$ cat src/design/csv_record_field_framer_assert.svh
// assertion macros for the csv framer, clocked on clk with arst_n low disabling
`ifndef CSV_RECORD_FIELD_FRAMER_ASSERT_SVH
`define CSV_RECORD_FIELD_FRAMER_ASSERT_SVH

// condition that holds at every clock edge out of reset
`define CSVF_ASSERT_ALWAYS(lbl, cond, msg) \
	lbl: assert property (@(posedge clk) disable iff (!arst_n) (cond)) else $error(msg);

// antecedent implies consequent in the same cycle
`define CSVF_ASSERT_IMPL(lbl, ante, cons, msg) \
	lbl: assert property (@(posedge clk) disable iff (!arst_n) (ante) |-> (cons)) \
		else $error(msg);

// antecedent implies consequent in the next cycle
`define CSVF_ASSERT_NEXT(lbl, ante, cons, msg) \
	lbl: assert property (@(posedge clk) disable iff (!arst_n) (ante) |=> (cons)) \
		else $error(msg);

`endif

$ cat src/design/csvf_pkg.sv
package csvf_pkg;

	localparam int unsigned CHUNK_W = 17;
	localparam int unsigned MAX_EVENTS = 6;
	localparam int unsigned EV_CNT_W = 3;

	localparam logic [CHUNK_W-1:0] MIN_CHUNK = 17'h00100;
	localparam logic [CHUNK_W-1:0] MAX_CHUNK = 17'h10000;

	// token kinds on the input channel
	localparam logic [1:0] TOK_DATA = 2'd0;
	localparam logic [1:0] TOK_SEP = 2'd1;
	localparam logic [1:0] TOK_EOL = 2'd2;
	localparam logic [1:0] TOK_EOI = 2'd3;

	typedef enum logic [2:0] {
		EV_FILE_START = 3'd0,
		EV_RECORD_START = 3'd1,
		EV_FIELD_START = 3'd2,
		EV_FIELD_BYTE = 3'd3,
		EV_CHUNK_END = 3'd4,
		EV_FIELD_END = 3'd5,
		EV_RECORD_END = 3'd6,
		EV_FILE_END = 3'd7
	} event_t;

endpackage

$ cat src/design/csv_record_field_framer.sv
// csv record and field framer: each token expands into zero to six events.
// each token's events are loaded into the event list (ev_s1) and moved one at a time into the
// output register, one event per cycle unless out_stall holds it; in_stall holds the next
// token until the last event of the current one moves to the output register.
// reset (arst_n low): awaiting first token, chunk count zero, chunk_size 65536, outputs empty.
`include "csv_record_field_framer_assert.svh"

module csv_record_field_framer (
	input  logic                           clk,
	input  logic                           arst_n,
	// token input
	input  logic                           in_valid,
	output logic                           in_stall,
	input  logic [1:0]                     token_kind,
	input  logic [7:0]                     in_byte,
	// event output
	output logic                           out_valid,
	input  logic                           out_stall,
	output logic [2:0]                     event_res,
	output logic [7:0]                     out_byte,
	output logic                           last,
	// chunk size register write
	input  logic                           cfg_valid,
	output logic                           cfg_ready,
	input  logic [csvf_pkg::CHUNK_W-1:0]   chunk_size
);

	typedef enum logic [2:0] {
		PH_AWAIT,
		PH_FIELD_OPEN,
		PH_BYTES,
		PH_AFTER_RECORD,
		PH_DONE
	} phase_t;

	phase_t                          phase_q;
	logic [csvf_pkg::CHUNK_W-1:0]    chunk_count_q;
	logic [csvf_pkg::CHUNK_W-1:0]    chunk_size_q;

	// event list of the token in flight
	csvf_pkg::event_t                ev_s1 [csvf_pkg::MAX_EVENTS];
	logic [csvf_pkg::EV_CNT_W-1:0]   rem_s1;
	logic [7:0]                      byte_s1;

	// output register
	logic                            out_valid_q;
	csvf_pkg::event_t                event_q;
	logic [7:0]                      byte_q;
	logic                            last_q;

	logic                            advance;
	logic                            accept;

	// next-state and event list for the presented token
	phase_t                          ph_n;
	logic [csvf_pkg::CHUNK_W-1:0]    cc_n;
	csvf_pkg::event_t                evs [csvf_pkg::MAX_EVENTS];
	logic [csvf_pkg::EV_CNT_W-1:0]   n_ev;
	logic [csvf_pkg::CHUNK_W-1:0]    limit;
	logic [csvf_pkg::CHUNK_W-1:0]    cc_inc;

	assign cfg_ready = 1'b1;
	assign advance = !out_valid_q || !out_stall;
	assign in_stall = (rem_s1 > 3'd1) || ((rem_s1 == 3'd1) && !advance);
	assign accept = in_valid && !in_stall;

	// clamp the chunk limit into its legal range
	always_comb begin
		if (chunk_size_q < csvf_pkg::MIN_CHUNK) begin
			limit = csvf_pkg::MIN_CHUNK;
		end else if (chunk_size_q > csvf_pkg::MAX_CHUNK) begin
			limit = csvf_pkg::MAX_CHUNK;
		end else begin
			limit = chunk_size_q;
		end
	end

	// expand one token into its events, phases fall through in order
	always_comb begin
		ph_n = phase_q;
		cc_n = chunk_count_q;
		n_ev = '0;
		cc_inc = chunk_count_q + 17'd1;
		for (int i = 0; i < csvf_pkg::MAX_EVENTS; i++) begin
			evs[i] = csvf_pkg::EV_FILE_START;
		end

		if (ph_n == PH_AWAIT) begin
			evs[n_ev] = csvf_pkg::EV_FILE_START;
			n_ev = n_ev + 3'd1;
			ph_n = PH_AFTER_RECORD;
		end

		if (ph_n == PH_AFTER_RECORD) begin
			if (token_kind == csvf_pkg::TOK_EOI) begin
				evs[n_ev] = csvf_pkg::EV_FILE_END;
				n_ev = n_ev + 3'd1;
				ph_n = PH_DONE;
			end else begin
				evs[n_ev] = csvf_pkg::EV_RECORD_START;
				n_ev = n_ev + 3'd1;
				evs[n_ev] = csvf_pkg::EV_FIELD_START;
				n_ev = n_ev + 3'd1;
				ph_n = PH_FIELD_OPEN;
			end
		end

		if (ph_n == PH_FIELD_OPEN) begin
			if (token_kind == csvf_pkg::TOK_DATA || token_kind == csvf_pkg::TOK_SEP) begin
				cc_n = '0;
				cc_inc = 17'd1;
				ph_n = PH_BYTES;
			end else begin
				evs[n_ev] = csvf_pkg::EV_FIELD_END;
				n_ev = n_ev + 3'd1;
				evs[n_ev] = csvf_pkg::EV_RECORD_END;
				n_ev = n_ev + 3'd1;
				if (token_kind == csvf_pkg::TOK_EOI) begin
					evs[n_ev] = csvf_pkg::EV_FILE_END;
					n_ev = n_ev + 3'd1;
					ph_n = PH_DONE;
				end else begin
					ph_n = PH_AFTER_RECORD;
				end
			end
		end

		if (ph_n == PH_BYTES) begin
			if (token_kind == csvf_pkg::TOK_DATA) begin
				evs[n_ev] = csvf_pkg::EV_FIELD_BYTE;
				n_ev = n_ev + 3'd1;
				cc_n = cc_inc;
				if (cc_inc >= limit) begin
					evs[n_ev] = csvf_pkg::EV_CHUNK_END;
					n_ev = n_ev + 3'd1;
					cc_n = '0;
				end
			end else begin
				evs[n_ev] = csvf_pkg::EV_CHUNK_END;
				n_ev = n_ev + 3'd1;
				evs[n_ev] = csvf_pkg::EV_FIELD_END;
				n_ev = n_ev + 3'd1;
				cc_n = '0;
				if (token_kind == csvf_pkg::TOK_SEP) begin
					evs[n_ev] = csvf_pkg::EV_FIELD_START;
					n_ev = n_ev + 3'd1;
					ph_n = PH_FIELD_OPEN;
				end else if (token_kind == csvf_pkg::TOK_EOL) begin
					evs[n_ev] = csvf_pkg::EV_RECORD_END;
					n_ev = n_ev + 3'd1;
					ph_n = PH_AFTER_RECORD;
				end else begin
					evs[n_ev] = csvf_pkg::EV_RECORD_END;
					n_ev = n_ev + 3'd1;
					evs[n_ev] = csvf_pkg::EV_FILE_END;
					n_ev = n_ev + 3'd1;
					ph_n = PH_DONE;
				end
			end
		end
	end

	// framing state and chunk register
	always_ff @(posedge clk or negedge arst_n) begin
		if (!arst_n) begin
			phase_q <= PH_AWAIT;
			chunk_count_q <= '0;
			chunk_size_q <= csvf_pkg::MAX_CHUNK;
		end else begin
			if (cfg_valid && cfg_ready) begin
				chunk_size_q <= chunk_size;
			end
			if (accept) begin
				phase_q <= ph_n;
				chunk_count_q <= cc_n;
			end
		end
	end

	// event list control: drain one a cycle while the output advances, reload on a token transfer
	always_ff @(posedge clk or negedge arst_n) begin
		if (!arst_n) begin
			rem_s1 <= '0;
			out_valid_q <= 1'b0;
		end else begin
			if (advance) begin
				out_valid_q <= (rem_s1 != 3'd0);
			end
			if (accept) begin
				rem_s1 <= n_ev;
			end else if (advance && rem_s1 != 3'd0) begin
				rem_s1 <= rem_s1 - 3'd1;
			end
		end
	end

	// event list and output payload
	always_ff @(posedge clk) begin
		if (advance && rem_s1 != 3'd0) begin
			event_q <= ev_s1[0];
			byte_q <= (ev_s1[0] == csvf_pkg::EV_FIELD_BYTE) ? byte_s1 : 8'd0;
			last_q <= (rem_s1 == 3'd1);
		end
		if (accept) begin
			ev_s1 <= evs;
			byte_s1 <= in_byte;
		end else if (advance && rem_s1 != 3'd0) begin
			for (int i = 0; i < csvf_pkg::MAX_EVENTS - 1; i++) begin
				ev_s1[i] <= ev_s1[i+1];
			end
		end
	end

	assign out_valid = out_valid_q;
	assign event_res = event_q;
	assign out_byte = byte_q;
	assign last = last_q;

	// checks on the event sequencer
	`CSVF_ASSERT_ALWAYS(a_rem_bound, rem_s1 <= 3'd6, "event list count out of range")
	`CSVF_ASSERT_IMPL(a_more_pending, out_valid_q && !last_q, rem_s1 != 3'd0,
		"non-final event shown with no event pending")
	`CSVF_ASSERT_IMPL(a_file_end_done, out_valid_q && event_q == csvf_pkg::EV_FILE_END,
		phase_q == PH_DONE, "file end shown while framer not done")
	`CSVF_ASSERT_NEXT(a_done_sticks, phase_q == PH_DONE, phase_q == PH_DONE,
		"framer left done phase")

endmodule

$ cat config.mk
export PLATFORM = sky130hd
export DESIGN_NAME = csv_record_field_framer
export DESIGN_NICKNAME = d
export VERILOG_FILES = /design/src/design/csvf_pkg.sv /design/src/design/csv_record_field_framer.sv
export VERILOG_INCLUDE_DIRS = /design/src /design/src/design
export SDC_FILE = /design/constraint.sdc
export NUM_CORES = 1
export LEC_CHECK = 0
export ABC_AREA = 0
export BUFFER_PORTS_ARGS = -buffer_cell sky130_fd_sc_hd__buf_2
export CELL_PAD_IN_SITES_DETAIL_PLACEMENT = 0
export CELL_PAD_IN_SITES_GLOBAL_PLACEMENT = 2
export CORE_MARGIN = 2
export CORE_UTILIZATION = 38
export DETAILED_ROUTE_END_ITERATION = 8
export PLACE_DENSITY = 0.91
export SLEW_MARGIN = 20
export SYNTH_ARGS = -nofsm -noshare
export SYNTH_HDL_FRONTEND = slang
export SYNTH_SLANG_ARGS = --single-unit
$ cat constraint.sdc
create_clock -name clk -period 5.3 [get_ports clk]
set_input_delay 0.265 -clock clk [delete_from_list [all_inputs] [get_ports clk]]
set_output_delay 0.265 -clock clk [all_outputs]
set_load 0.005 [all_outputs]
# After elaboration in Yosys (flattened, before gate mapping)
# Cells that the tools add are included.
[totals]
output_inout_bits = 15
input_bits = 32
ff_bits = 79
elab_cells = 181
[classes]
n_reduce_logical = 26
n_eq_ne = 8
muxes = 62
add_sub_neg = 11
n_bitwise = 37
n_lt_le_gt_ge = 22
[op_table]
columns = ["cell", "n"]
rows = [
  ["18-bit two-way mux", 10],
  ["17-bit two-way mux", 9],
  ["3-bit two-way mux", 31],
  ["3-bit demux with 3-bit select", 9],
  ["12-bit OR", 5],
  ["12-bit NOT", 4],
  ["12-bit AND", 3],
  ["4-bit greater-or-equal comparator (second input constant)", 9],
  ["4-bit by 1-bit < comparator with 1-bit output (second input constant)", 9],
  ["3-bit NOT with 4-bit output", 9],
  ["18-bit OR", 2],
  ["6-bit AND", 5],
  ["15-bit two-way mux", 2],
  ["6-bit NOT", 5],
  ["3-bit by 1-bit adder with 3-bit output (second input constant)", 9],
  ["6-bit OR", 3],
  ["17-bit by 1-bit adder with 17-bit output (second input constant)", 1],
  ["17-bit greater-or-equal comparator", 1],
  ["17-bit greater-than comparator (second input constant)", 1],
  ["17-bit by 9-bit < comparator with 1-bit output (second input constant)", 1],
  ["11-bit by 12-bit AND with 12-bit output", 1],
  ["1-bit logical AND", 12],
  ["3-bit by 2-bit equality test with 1-bit output (second input constant)", 3],
  ["3-bit by 1-bit equality test with 1-bit output (second input constant)", 2],
  ["12 further kinds", 20],
]

# Longest topological paths before layout
# Gate-level depths: netlist of the first run.
[logic_depth]
word_depth = 27
ltp_mapped = 18
ltp_nobuf = 16

# Worst setup path after synthesis of the first run
# OpenSTA, ideal clock, no wires.
[synth_path]
kind = "reg2reg"
from = "reg phase_q[2]"
to = "reg ev_s1[11] in the netlist's numbering, data pin"
setup_ns = 0.152
arrival_time_ns = 4.297
period_less_slack_ns = 4.448
path_stages_with_launch = 17
slack_ns = 0.852
n_path_buf = 3
required_ns = 5.148
cell_sequence = "dfrtp_1 clkbuf_1 or3_1 ha_1 nor3b_1 ha_1 nand2_1 o22a_1 buf_4 ha_1 clkbuf_1 xnor2_1 nand2_1 nor2_1 a21oi_1 or3_1 a31oi_1"
[synth_via]
elab_chain_len = 27
word_cells_on_any_way = 102
classes_between = "add/sub (8); order compare (19); eq/ne (3); mux (39); bitwise (23); reduce/logical (10)"
[synth_lines]
columns = ["element", "line_no", "text"]
rows = [
  ["from (decl)", "csv_record_field_framer.sv:36", "phase_t phase_q;"],
  ["from (signal assigned)", "csv_record_field_framer.sv:174", "phase_q <= ph_n;"],
  ["branches (longest 25 deep; another with 3-bit by 1-bit adder with 3-bit output)", "n/a", ""],
  ["18-bit two-way mux *", "csv_record_field_framer.sv:128", "if (ph_n == PH_BYTES) begin"],
  ["15-bit two-way mux *", "csv_record_field_framer.sv:204", "if (accept) begin"],
  ["to (signal assigned)", "csv_record_field_framer.sv:205", "ev_s1 <= evs;"],
  ["to (signal, indexed assignment)", "csv_record_field_framer.sv:209", "ev_s1[i] <= ev_s1[i+1];"],
  ["to (decl)", "csv_record_field_framer.sv:41", "csvf_pkg::event_t ev_s1 [csvf_pkg::MAX_EVENTS];"],
]
# Every way passes the cells marked *.
# A chain may end at the register's enable or synchronous reset.

# Worst setup path in the final report of the first run
[layout_path]
from = "reg phase_q[2]"
to = "reg ev_s1[3] in the netlist's numbering, data pin"
[layout_via]
elab_chain_len = 27
word_cells_on_any_way = 105
classes_between = "add/sub (8); order compare (19); eq/ne (3); mux (39); bitwise (26); reduce/logical (10)"
[layout_lines]
columns = ["element", "line_no"]
rows = [
  ["branches (longest 25 deep; another with 3-bit by 1-bit adder with 3-bit output)", "n/a"],
  ["18-bit two-way mux *", "csv_record_field_framer.sv:128"],
  ["15-bit two-way mux *", "csv_record_field_framer.sv:204"],
]
# Marks and branches as above.

==> reports/metrics.sh, run 1 <==
CLOCK_LATENCY_PS=350
DRTITER0DRC=444
CTS_SINKS=79
CRITICAL_PATH.ENDPOINT_TYPE='flop'
LAYOUT-DRIVE-GT1-SHARE=0.164
AREA_FRACTION_OF_THE_DOMINANT_CELL_TYPE_AFTER_SYNTHESIS=0.196
TOTALWIRELENGTH_MM=16.4
FINALCRITPERIODSHARE=0.875
MULTI_INPUT_COMB_AREA_UM2=3410
POWER.TOTAL_mW=2.82
H_TREE_LVLS=3
RSZ0062_AT_GRT='no'
FILLCELLCOUNT=1498
FIN_NETS=751
HOLD_SLACK_PS=55.5
SYNTH.YOSYS.SEQ_AREA_SHARE=0.372
NUMBER_OF_CLOCK_BUFFERS_INSERTED_BY_TRITONCTS=9
CRITPATHMAXFANOUT=16
ANTENNA_LEFT=0
NUM_ROWS=45
ROUTE.DETAILED.DRC=0
CRIT_PATH_START_KIND='flop'
INITIAL_CORE_UTIL=0.386
MAXCLOCKFREQUENCY_MHz=216
P_PER_CELL_AREA_nW_PER_UM2=430
RR_STARTPOINT='phase_q[2]'
NUMBER_OF_SETUP_BUFFERS_ADDED_AFTER_CTS=0
SETUP-TNS-FINAL_PS=0
GRT_ANTENNA_BEFORE_REPAIR=0
FINAL-MAX-SLEW-VIOLATION-COUNT=0
NUM_VIAS=5144
FF_LATCH_COUNT_SYNTH=79
VIA_PER_INST=5.91
CTS.ROOT.BUFFER_CELL='sky130_fd_sc_hd__clkbuf_16'
CTS.CLK_SLEW.WORST_PATHS_PS=70
TIMING_WORST_SETUP_PATH_TYPE='reg -> reg'
VIAS_IN_THE_FIRST_GLOBAL_ROUTE=5006
VDD_IR_DROP_MAX_V=0.000202
HP-CLASS='in -> async'
IO_PINS=47
POSTLAYOUTSETUPSLACKWORST_PS=662
TIMING.RR.END='ev_s1[3]'
COMBINED_FLIP_FLOP_AND_LATCH_CELL_AREA_UM2=2170
WORSTPATHREQUIRED_PS=5380
TIMING.SLEW.HEADROOM=0.293
FINAL_HOLD_VIOL_COUNT=0
SYNTH_FP_NETS=715
ANTENNA_CELLS=0
CTS.REPAIR.RESIZED=0
CTSLONGESTPATHBUFFERS=2
GRT_MAX_DEGREE=42
MAXCAPVIOLATIONS=0
DIE_H_UM=128
R2R_SLACK_PS=660
WL_PER_CELL_UM=18.9
CP_DATA_ARRIVAL_TIME_PS=4720
SYN_TO_FINAL_GROWTH_PCT=12.6
FINAL_PERIOD_MINUS_WORST_SETUP_SLACK_PS=4640
SYNTH_CELL_TYPES=76
PLACE.DETAILED.HPWL_MM=11.8
POSTSYNTHAREAPERCELL_UM2=9.09
MAX_SLEW.WORST_PIN.SLEW_PS=1060
TRITONCTS='done'
POWER_LEAKAGE_nW=2.69
TIMING.FINAL.SETUP_VIOLATIONS=0
POST_SYNTHESIS_INSTANCE_AREA_UM2=5820
YS_WARN_COUNT=0
IO_PORT_BUFS=45
DIE_AREA_UM2=16300
POSTCTSHOLDBUFS=0
DPL_WORST_SLACK_PS=744
GRT-OVFL-TOTAL=0
GR-USAGE-ALL-LAYERS=0.205
GLOBALPLACE.CONGESTION=0.950
CORE_REGION_AREA_UM2=15100
HORIZONTAL_DIE_DIMENSION_UM=128
FIRST_PASS_ITERS=5
YOSYS-TOP-CELLS-AREA='sky130_fd_sc_hd__edfxtp_1 (20%), sky130_fd_sc_hd__dfrtp_1 (17%), sky130_fd_sc_hd__ha_1 (9.0%)'
POSTSYNTHCELLCOUNT=641
WORST_CASE_REG_TO_REG_PATH_DEPTH=15
STATUS='finished clean'
POST-SYNTH-TOP-AREA-CELL='sky130_fd_sc_hd__edfxtp_1'
SYNTH-MAIN-FF-CELL='sky130_fd_sc_hd__dfrtp_1'
CLOCK-SKEW-FINAL_PS=10.0
GRT_FIRST_PASS_WIRELENGTH_MM=26.4
SYNTH_ENABLE_FLOP_CELLS=38
ASYNCSETRESETFLOPFRACSYNTH=0.519
-- per-stage QoR --
| stage | util | std cells | area, um^2 |
|---|---|---|---|
| 5_1_grt | 0.435 | 870 | 6560 |
| 4_1_cts | 0.435 | 870 | 6560 |
| 3_3_place_gp | 0.413 | 854 | 6240 |
| 3_5_place_dp | 0.413 | 854 | 6240 |
| 2_1_floorplan | - | 641 | 5820 |
| 6_report | 0.435 | 870 | 6560 |
-- routing by layer --
metal  vias up  part of all wire  global-route usage
li1       2450                 -                   -
met4         0             0.019              0.0750
met3        22             0.064              0.0447
met5         -                 0                   0
met1      2508              0.47               0.288
met2       164              0.45               0.312
-- synth_stat cells (all sizes together) (3+ instances only) --
master / number
or2b: 3
or3: 5
a22o: 8
nor4: 7
a221o: 3
inv: 20
or2: 5
o21ai: 41
clkbuf: 24
o211ai: 5
dfrtp: 40
nand3: 24
edfxtp: 38
a21oi: 42
a31oi: 19
ha: 42
nand2: 61
and2: 10
a311oi: 4
xnor2: 17
a22oi: 6
buf: 12
o21a: 5
mux2: 15
o2111ai: 3
o22ai: 9
nand2b: 6
nor2b: 7
o31ai: 11
nor3: 20
o22a: 3
and3: 8
a211oi: 10
nor2: 55
a21o: 8
nand4: 5
xor2: 8
-- power breakdown --
part | internal [mW] | total [mW] | switching [mW]
sequential | 0.870 | 0.966 | 0.0962
combinational | 0.415 | 1.17 | 0.757
clock | 0.413 | 0.681 | 0.267
total | 1.70 | 2.82 | 1.12
-- state kept, by name (all words and copies together), names as in the netlist, 3 cells and up --
register,count
out_byte,8
byte_s1,8
chunk_count_q,17
rem_s1,3
chunk_size_q,17
event_res,3
phase_q,3
ev_s1,18
-- critical path, stage by stage, from the launching register on --
cell,delay (ps)
sky130_fd_sc_hd__dfrtp_1,530
sky130_fd_sc_hd__or3_1,490
sky130_fd_sc_hd__ha_1,360
sky130_fd_sc_hd__nor3b_1,150
sky130_fd_sc_hd__buf_4,180
sky130_fd_sc_hd__ha_1,320
sky130_fd_sc_hd__nand2_1,80
sky130_fd_sc_hd__o22a_1,360
sky130_fd_sc_hd__inv_1,180
sky130_fd_sc_hd__ha_1,310
sky130_fd_sc_hd__xnor2_1,290
sky130_fd_sc_hd__xnor3_2,410
sky130_fd_sc_hd__nand3_1,210
sky130_fd_sc_hd__o21ai_0,120
sky130_fd_sc_hd__a32oi_1,240
sky130_fd_sc_hd__o21ai_0,140
-- cell usage in the layout (no fill, tap or decap), types with 20 or more instances in the layout --
| cell type | n |
|---|---|
| sky130_fd_sc_hd__nand3_1 | 24 |
| sky130_fd_sc_hd__o21ai_0 | 39 |
| sky130_fd_sc_hd__ha_1 | 42 |
| sky130_fd_sc_hd__buf_2 | 45 |
| sky130_fd_sc_hd__nand2_1 | 60 |
| sky130_fd_sc_hd__a21oi_1 | 42 |
| sky130_fd_sc_hd__dfrtp_1 | 40 |
| sky130_fd_sc_hd__edfxtp_1 | 38 |
| sky130_fd_sc_hd__inv_1 | 20 |
| sky130_fd_sc_hd__nor2_1 | 55 |
-- cell families after synthesis --
kind of cell | Yosys count | share of synthesized area
adders and majority gates | 42 | 0.0902
DFF | 79 | 0.372
muxes | 17 | 0.0324
other | 1 | 0.000644
xor gates and xnor gates | 26 | 0.0462
AOI/OAI and AO/OA | 194 | 0.225
buffers and inverters | 57 | 0.0440
and+or+nand+nor | 225 | 0.189
-- area by class of cell --
class,count,area share
timing repair buffer,61,0.0527
tap,188,0.0359
clock inverter,7,0.0147
inverter,21,0.0120
clock buffer,9,0.0343
sequential,79,0.331
multi-input combinational,505,0.520
-- how the worst max path moves through the flow --
| stage | to | slack [ps] | depth (start not counted) | startpoint |
|---|---|---|---|---|
| 2_1_floorplan | ev_s1[11] | 850 | 16 | phase_q[2] |
| 3_3_place_gp | ev_s1[14] | 880 | 14 | phase_q[2] |
| 3_5_place_dp | ev_s1[14] | 740 | 14 | phase_q[2] |
| 4_1_cts | ev_s1[0] | 730 | 15 | phase_q[2] |
| 5_1_grt | ev_s1[14] | 310 | 14 | phase_q[2] |
| 6_report | ev_s1[3] | 660 | 15 | phase_q[2] |
(Power assumes the default switching activity.)
==> run 2, diff against run 1 <==
BUFFER_PORTS_ARGS = -buffer_cell sky130_fd_sc_hd__clkbuf_2   (was -buffer_cell sky130_fd_sc_hd__buf_2)
PLACE_DENSITY = not set   (was 0.91)
PLACE_DENSITY_LB_ADDON = 0.08   (was not set)
==> run 2 against run 1 <==
The flow now finishes with violations (hold timing). Register-to-register slack worse by 70 ps. Die area is the same. Clock power fell by 6.2%. Maximum frequency shrank 1.4%. Sequential cell count is the same. Wire length is 4.0% higher. Hold slack lost 57 ps. First-iteration DRC count is 12% lower. Critical path depth down 1. Clock skew grew 5.9 ps. Largest cell class unchanged.
==> reports/metrics.sh, run 2 (synthesized netlist as in run 1, its figures left out) <==
POWER.TOTAL_mW=2.78
TIMING_WORST_SETUP_PATH_TYPE='reg -> reg'
FINALCRITPERIODSHARE=0.888
HP-CLASS='in -> async'
FINAL_CELL_AREA_UM2=6560
GRT-OVFL-TOTAL=0
MAX_SLEW.WORST_PIN.SLEW_PS=960
POSTCTSHOLDBUFS=0
CTS.CLK_SLEW.WORST_PATHS_PS=80
CLOCK_LATENCY_PS=350
CP_DATA_ARRIVAL_TIME_PS=4800
CLOCK-SKEW-FINAL_PS=15.9
CTS_SINKS=79
ANTENNA_LEFT=0
FIRST_PASS_ITERS=5
MAXCAPVIOLATIONS=0
FINAL_PERIOD_MINUS_WORST_SETUP_SLACK_PS=4700
TRITONCTS='done'
DPL_WORST_SLACK_PS=730
CRITPATHMAXFANOUT=14
RSZ0062_AT_GRT='no'
DIE_AREA_UM2=16300
PLACEMENT.CELL_AREA_UM2=6270
RR_STARTPOINT='phase_q[1]'
GRT_ANTENNA_BEFORE_REPAIR=0
HOLD_SLACK_PS=-1.09
TOP_REGS='ev_s1 x18, chunk_count_q x17, chunk_size_q x17'
FAILED_CHECKS='hold timing'
H_TREE_LVLS=3
NUM_VIAS=5105
SETUP-TNS-FINAL_PS=0
WORSTPATHREQUIRED_PS=5400
GLOBALPLACE.CONGESTION=0.900
CTSLONGESTPATHBUFFERS=2
STATUS='finished, violations left'
INITIAL_CORE_UTIL=0.386
TOTALWIRELENGTH_MM=17.1
DRTITER0DRC=391
IO_PORT_BUFS=45
LARGEST-REGISTER='ev_s1'
LARGEST_REGISTER_FF_COUNT=18
LAYOUT_COMMONEST_CELL='sky130_fd_sc_hd__nand2_1'
VDD_IR_DROP_MAX_V=0.000194
WORST_PATH_MAX_DELAY_CELL='sky130_fd_sc_hd__a221o_1'
POSTLAYOUTSETUPSLACKWORST_PS=596
GRT_MAX_DEGREE=42
CORE_REGION_AREA_UM2=15100
TIMING.SLEW.HEADROOM=0.358
POST-ROUTE-UTIL=0.435
VIAS_IN_THE_FIRST_GLOBAL_ROUTE=4974
MAXCLOCKFREQUENCY_MHz=213
P_PER_CELL_AREA_nW_PER_UM2=423
FIN_NETS=756
CRIT_PATH_START='phase_q[1]'
NUMBER_OF_CLOCK_BUFFERS_INSERTED_BY_TRITONCTS=9
GR-USAGE-ALL-LAYERS=0.219
WL_PER_CELL_UM=19.5
TIMING.FINAL.SETUP_VIOLATIONS=0
TOP_LIBRARY_CELLS_BY_USAGE_IN_THE_LAYOUT_FILL_AND_TAPS_ASIDE='sky130_fd_sc_hd__nand2_1 (60), sky130_fd_sc_hd__nor2_1 (55), sky130_fd_sc_hd__clkbuf_2 (45)'
CTS.ROOT.BUFFER_CELL='sky130_fd_sc_hd__clkbuf_16'
ROUTE.DETAILED.DRC=0
CRITICAL_PATH.CELL_CHAIN='or3_1 -> ha_1 -> nor3b_1 -> buf_4 -> inv_1 -> ha_1 -> nand3b_1 -> a221o_1 -> xnor2_4 -> nor3_1 -> a2111oi_0 -> a31oi_1 -> nor3b_1 -> o21ai_0'
GRT_FIRST_PASS_WIRELENGTH_MM=27.6
SYN_TO_FINAL_GROWTH_PCT=12.7
NUM_ROWS=45
FINAL-MAX-SLEW-VIOLATION-COUNT=0
DIE_H_UM=128
HORIZONTAL_DIE_DIMENSION_UM=128
PLACE.DETAILED.HPWL_MM=12.5
FILLCELLCOUNT=1496
IO_PINS=47
LAYOUT-DRIVE-GT1-SHARE=0.167
ANTENNA_CELLS=0
POWER_LEAKAGE_nW=2.72
NUMBER_OF_SETUP_BUFFERS_ADDED_AFTER_CTS=0
R2R_SLACK_PS=600
VIA_PER_INST=5.83
FINAL_HOLD_VIOL_COUNT=1
CRITICAL_PATH.ENDPOINT_TYPE='flop'
CTS.REPAIR.RESIZED=0
CRIT_PATH_START_KIND='flop'
CP_SLOWEST_STAGE_DELAY_PS=590
## run 2: changes by cell type in the layout (fill, tap and decap cells not counted), sizes merged
cell / change
buf: -40
clkbuf: +46
clkinvlp: -2
clkinv: +2
bufinv: -1
## run 2: stage by stage
| step | hold slack [ps] | instances |
|---|---|---|
| floorplan | -30.6 | 641 |
| global placement | 382 | 859 |
| detailed placement | 389 | 859 |
| CTS | 15.5 | 875 |
| global route | 57.0 | 875 |
| finish | -1.09 | 875 |
## run 2: worst paths after layout
kind	end	cells after the start
worst min register to register	event_res[0]	0
min in group clk	byte_s1[7]	1
worst min-delay path	rem_s1[0]	2
worst max register to register	ev_s1[14]	14
worst max-delay path	ev_s1[14]	14
max in group asynchronous	chunk_size_q[9]	2
## run 2: critical path, delay by kind of cell (launching register included)
family,cells,cell delay [ps]
DFF,1,500
AOI/OAI and AO/OA,4,1190
xor gates and xnor gates,1,400
and+or+nand+nor,5,1390
adders and majority gates,2,620
buffers and inverters,2,340
## run 2: layout make-up
cell class / count / area (um^2) / area share
multi-input cells: 505 / 3410 / 0.519
repair buffers: 66 / 383 / 0.0583
clock inverters: 6 / 60.1 / 0.00915
well taps: 188 / 235 / 0.0358
clock buffers: 10 / 229 / 0.0349
flip-flops and latches: 79 / 2170 / 0.330
inverters: 21 / 78.8 / 0.0120
## run 2: where the power goes
group | internal [mW] | total (mW) | switching, mW | leakage [nW]
combinational | 0.418 | 1.18 | 0.762 | 1.69
clock | 0.364 | 0.639 | 0.275 | 0.142
sequential | 0.870 | 0.959 | 0.0896 | 0.887
total | 1.65 | 2.78 | 1.13 | 2.72
## run 2: layer usage
metal  wire length, um  track usage  part of all wire  vias up
met5                 0            0                 0        -
met4               365       0.0737             0.021        0
met3               997       0.0355             0.058       21
met2              7230        0.317              0.42      168
met1              8470        0.332              0.50     2457
li1                  -            -                 -     2459
==> run 3, diff against run 2 <==
PLACE_DENSITY_LB_ADDON = 0.3   (was 0.08)
REMOVE_ABC_BUFFERS = 1   (was not set)
==> run 3 against run 2 <==
The run now ends clean. Final area rose by 0.53%. Power grew 3.1%. Clock power up 14%. Critical endpoint is now ev_s1[3]. Largest power group unchanged. Highest routed layer unchanged.
==> reports/metrics.sh, run 3 (synthesized netlist as in run 1, its figures left out) <==
POSTCTSHOLDBUFS=0
CORE_REGION_AREA_UM2=15100
CRITPATHMAXFANOUT=16
GRT_FIRST_PASS_WIRELENGTH_MM=26.6
SYN_TO_FINAL_GROWTH_PCT=13.3
VDD_IR_DROP_MAX_V=0.000160
GRT_ANTENNA_BEFORE_REPAIR=0
ANTENNA_CELLS=0
RSZ0062_AT_GRT='no'
NUMBER_OF_CLOCK_BUFFERS_INSERTED_BY_TRITONCTS=9
GR-USAGE-ALL-LAYERS=0.209
ROUTE.DETAILED.DRC=0
FINAL-MAX-SLEW-VIOLATION-COUNT=0
TIMING.SLEW.HEADROOM=0.301
GLOBALPLACE.CONGESTION=0.911
BUF_INV_ON_CP=2
CRIT_PATH_START_KIND='flop'
PATH_DEPTH=15
WORSTSETUPENDPOINT='ev_s1[3]'
DP_CELLS=854
POSTLAYOUTSETUPSLACKWORST_PS=616
VIAS_IN_THE_FIRST_GLOBAL_ROUTE=4899
LAYOUT_COMMONEST_CELL='sky130_fd_sc_hd__nand2_1'
FILLCELLCOUNT=1511
CP_DATA_ARRIVAL_TIME_PS=4740
STATUS='finished clean'
R2R_SLACK_PS=620
MAXCLOCKFREQUENCY_MHz=213
DR.MAX_LAYER_USED='met4'
FINALCRITPERIODSHARE=0.884
TOTALWIRELENGTH_MM=16.7
CRITICAL_PATH.CELL_CHAIN='or3_1 -> ha_1 -> nor3b_1 -> buf_4 -> ha_1 -> nand2_1 -> o22a_1 -> inv_1 -> ha_1 -> xnor2_1 -> xnor3_2 -> nand3_1 -> o21ai_0 -> a32oi_1 -> o21ai_0'
TRITONCTS='done'
GRT-OVFL-TOTAL=0
FINAL_HOLD_VIOL_COUNT=0
DIE_H_UM=128
CTS.REPAIR.RESIZED=0
POWER_FRAC_CLOCK=0.255
FIN_NETS=751
TOP_REGS='ev_s1 x18, chunk_count_q x17, chunk_size_q x17'
WORST_PATH_MAX_DELAY_CELL='sky130_fd_sc_hd__dfrtp_1'
FINAL_NON_FILLER_CELLS=870
DR_WL_MET2_MM=7.40
H_TREE_LVLS=3
TIMING.RR.END='ev_s1[3]'
INITIAL_CORE_UTIL=0.386
DPL_WORST_SLACK_PS=699
DRT-MET1-WL_MM=8.04
PWR-SHARE-COMB=0.406
DR_WL_MET3_MM=1.02
CLOCK-SKEW-FINAL_PS=13.3
CTS.CLK_SLEW.WORST_PATHS_PS=70
POWER.NET_SWITCHING_mW=1.11
LARGEST_REGISTER_FF_COUNT=18
RR_STARTPOINT='phase_q[2]'
NUMBER_OF_SETUP_BUFFERS_ADDED_AFTER_CTS=0
CTSLONGESTPATHBUFFERS=2
POWER.SEQUENTIAL.FRACTION=0.339
NUM_VIAS=5127
VIA_PER_INST=5.89
LAYOUT-DRIVE-GT1-SHARE=0.164
WORST_CASE_REG_TO_REG_PATH_DEPTH=15
SETUP-TNS-FINAL_PS=0
IO_PINS=47
HP-CLASS='in -> async'
P_PER_CELL_AREA_nW_PER_UM2=434
CTS_SINKS=79
MAXCAPVIOLATIONS=0
CLOCK_LATENCY_PS=340
WORSTPATHREQUIRED_PS=5360
TOP_LIBRARY_CELLS_BY_USAGE_IN_THE_LAYOUT_FILL_AND_TAPS_ASIDE='sky130_fd_sc_hd__nand2_1 (60), sky130_fd_sc_hd__nor2_1 (55), sky130_fd_sc_hd__clkbuf_2 (44)'
ANTENNA_LEFT=0
LARGEST-REGISTER='ev_s1'
TIMING.FINAL.SETUP_VIOLATIONS=0
DRTITER0DRC=467
CRIT_PATH_START='phase_q[2]'
PLACE.DETAILED.HPWL_MM=12.1
P_SW_FRAC=0.386
CRIT_PATH_FREQUENT_CELL='sky130_fd_sc_hd__ha_1'
WL_PER_CELL_UM=19.2
POWER_LEAKAGE_nW=2.72
MAX_SLEW.WORST_PIN.SLEW_PS=1040
FINAL_PERIOD_MINUS_WORST_SETUP_SLACK_PS=4680
CP_SLOWEST_STAGE_DELAY_PS=540
DIE_AREA_UM2=16300
CTS.ROOT.BUFFER_CELL='sky130_fd_sc_hd__clkbuf_16'
CRITICAL_PATH.ENDPOINT_TYPE='flop'
TIMING_WORST_SETUP_PATH_TYPE='reg -> reg'
FIRST_PASS_ITERS=5
GRT_MAX_DEGREE=42
HORIZONTAL_DIE_DIMENSION_UM=128
CP_TOP_FAMILY='adder cells'
INTERNAL_POWER_mW=1.76
IO_PORT_BUFS=45
NUM_ROWS=45
-- run 3: how the worst min path moves through the flow --
stage | startpoint | endpoint | cells after the start
4_1_cts | in_byte[1] | byte_s1[1] | 1
2_1_floorplan | arst_n | chunk_count_q[0] | 0
3_3_place_gp | ev_s1[15] | event_res[0] | 0
3_5_place_dp | ev_s1[16] | event_res[1] | 0
5_1_grt | in_byte[2] | byte_s1[2] | 1
6_report | arst_n | chunk_count_q[2] | 1
-- run 3: final cells by class --
class / count / area (um^2) / area share
clock buffer: 12 / 279 / 0.0423
clock inverter: 4 / 73.8 / 0.0112
tap: 188 / 235 / 0.0356
timing repair buffer: 61 / 345 / 0.0523
multi-input combinational: 505 / 3420 / 0.518
inverter: 21 / 78.8 / 0.0119
sequential: 79 / 2170 / 0.329
-- run 3: metal layers --
layer  global-route usage  vias to the layer above
met2                0.321                      185
li1                     -                     2444
met1                0.299                     2481
met5                    0                        -
met4               0.0569                        0
met3               0.0417                       17
-- run 3: power groups by stage --
stage	registers, mW	logic [mW]	clock network (mW)
final	0.971	1.16	0.731
after detailed placement	0.984	1.15	0
after global placement	0.978	1.15	0
after global routing	0.995	1.29	0.770
after floorplan	0.955	0.778	0
after CTS	0.973	1.15	0.744
-- run 3: per-stage QoR --
stage | area [um^2] | hold WS (ps) | power [mW] | utilization
after CTS | 6600 | 90.6 | 2.87 | 0.437
final | 6600 | 84.5 | 2.87 | 0.437
after global routing | 6600 | 90.7 | 3.05 | 0.437
after floorplan | 5650 | -30.6 | 1.73 | -
after detailed placement | 6250 | 437 | 2.13 | 0.414
after global placement | 6250 | 430 | 2.13 | 0.414
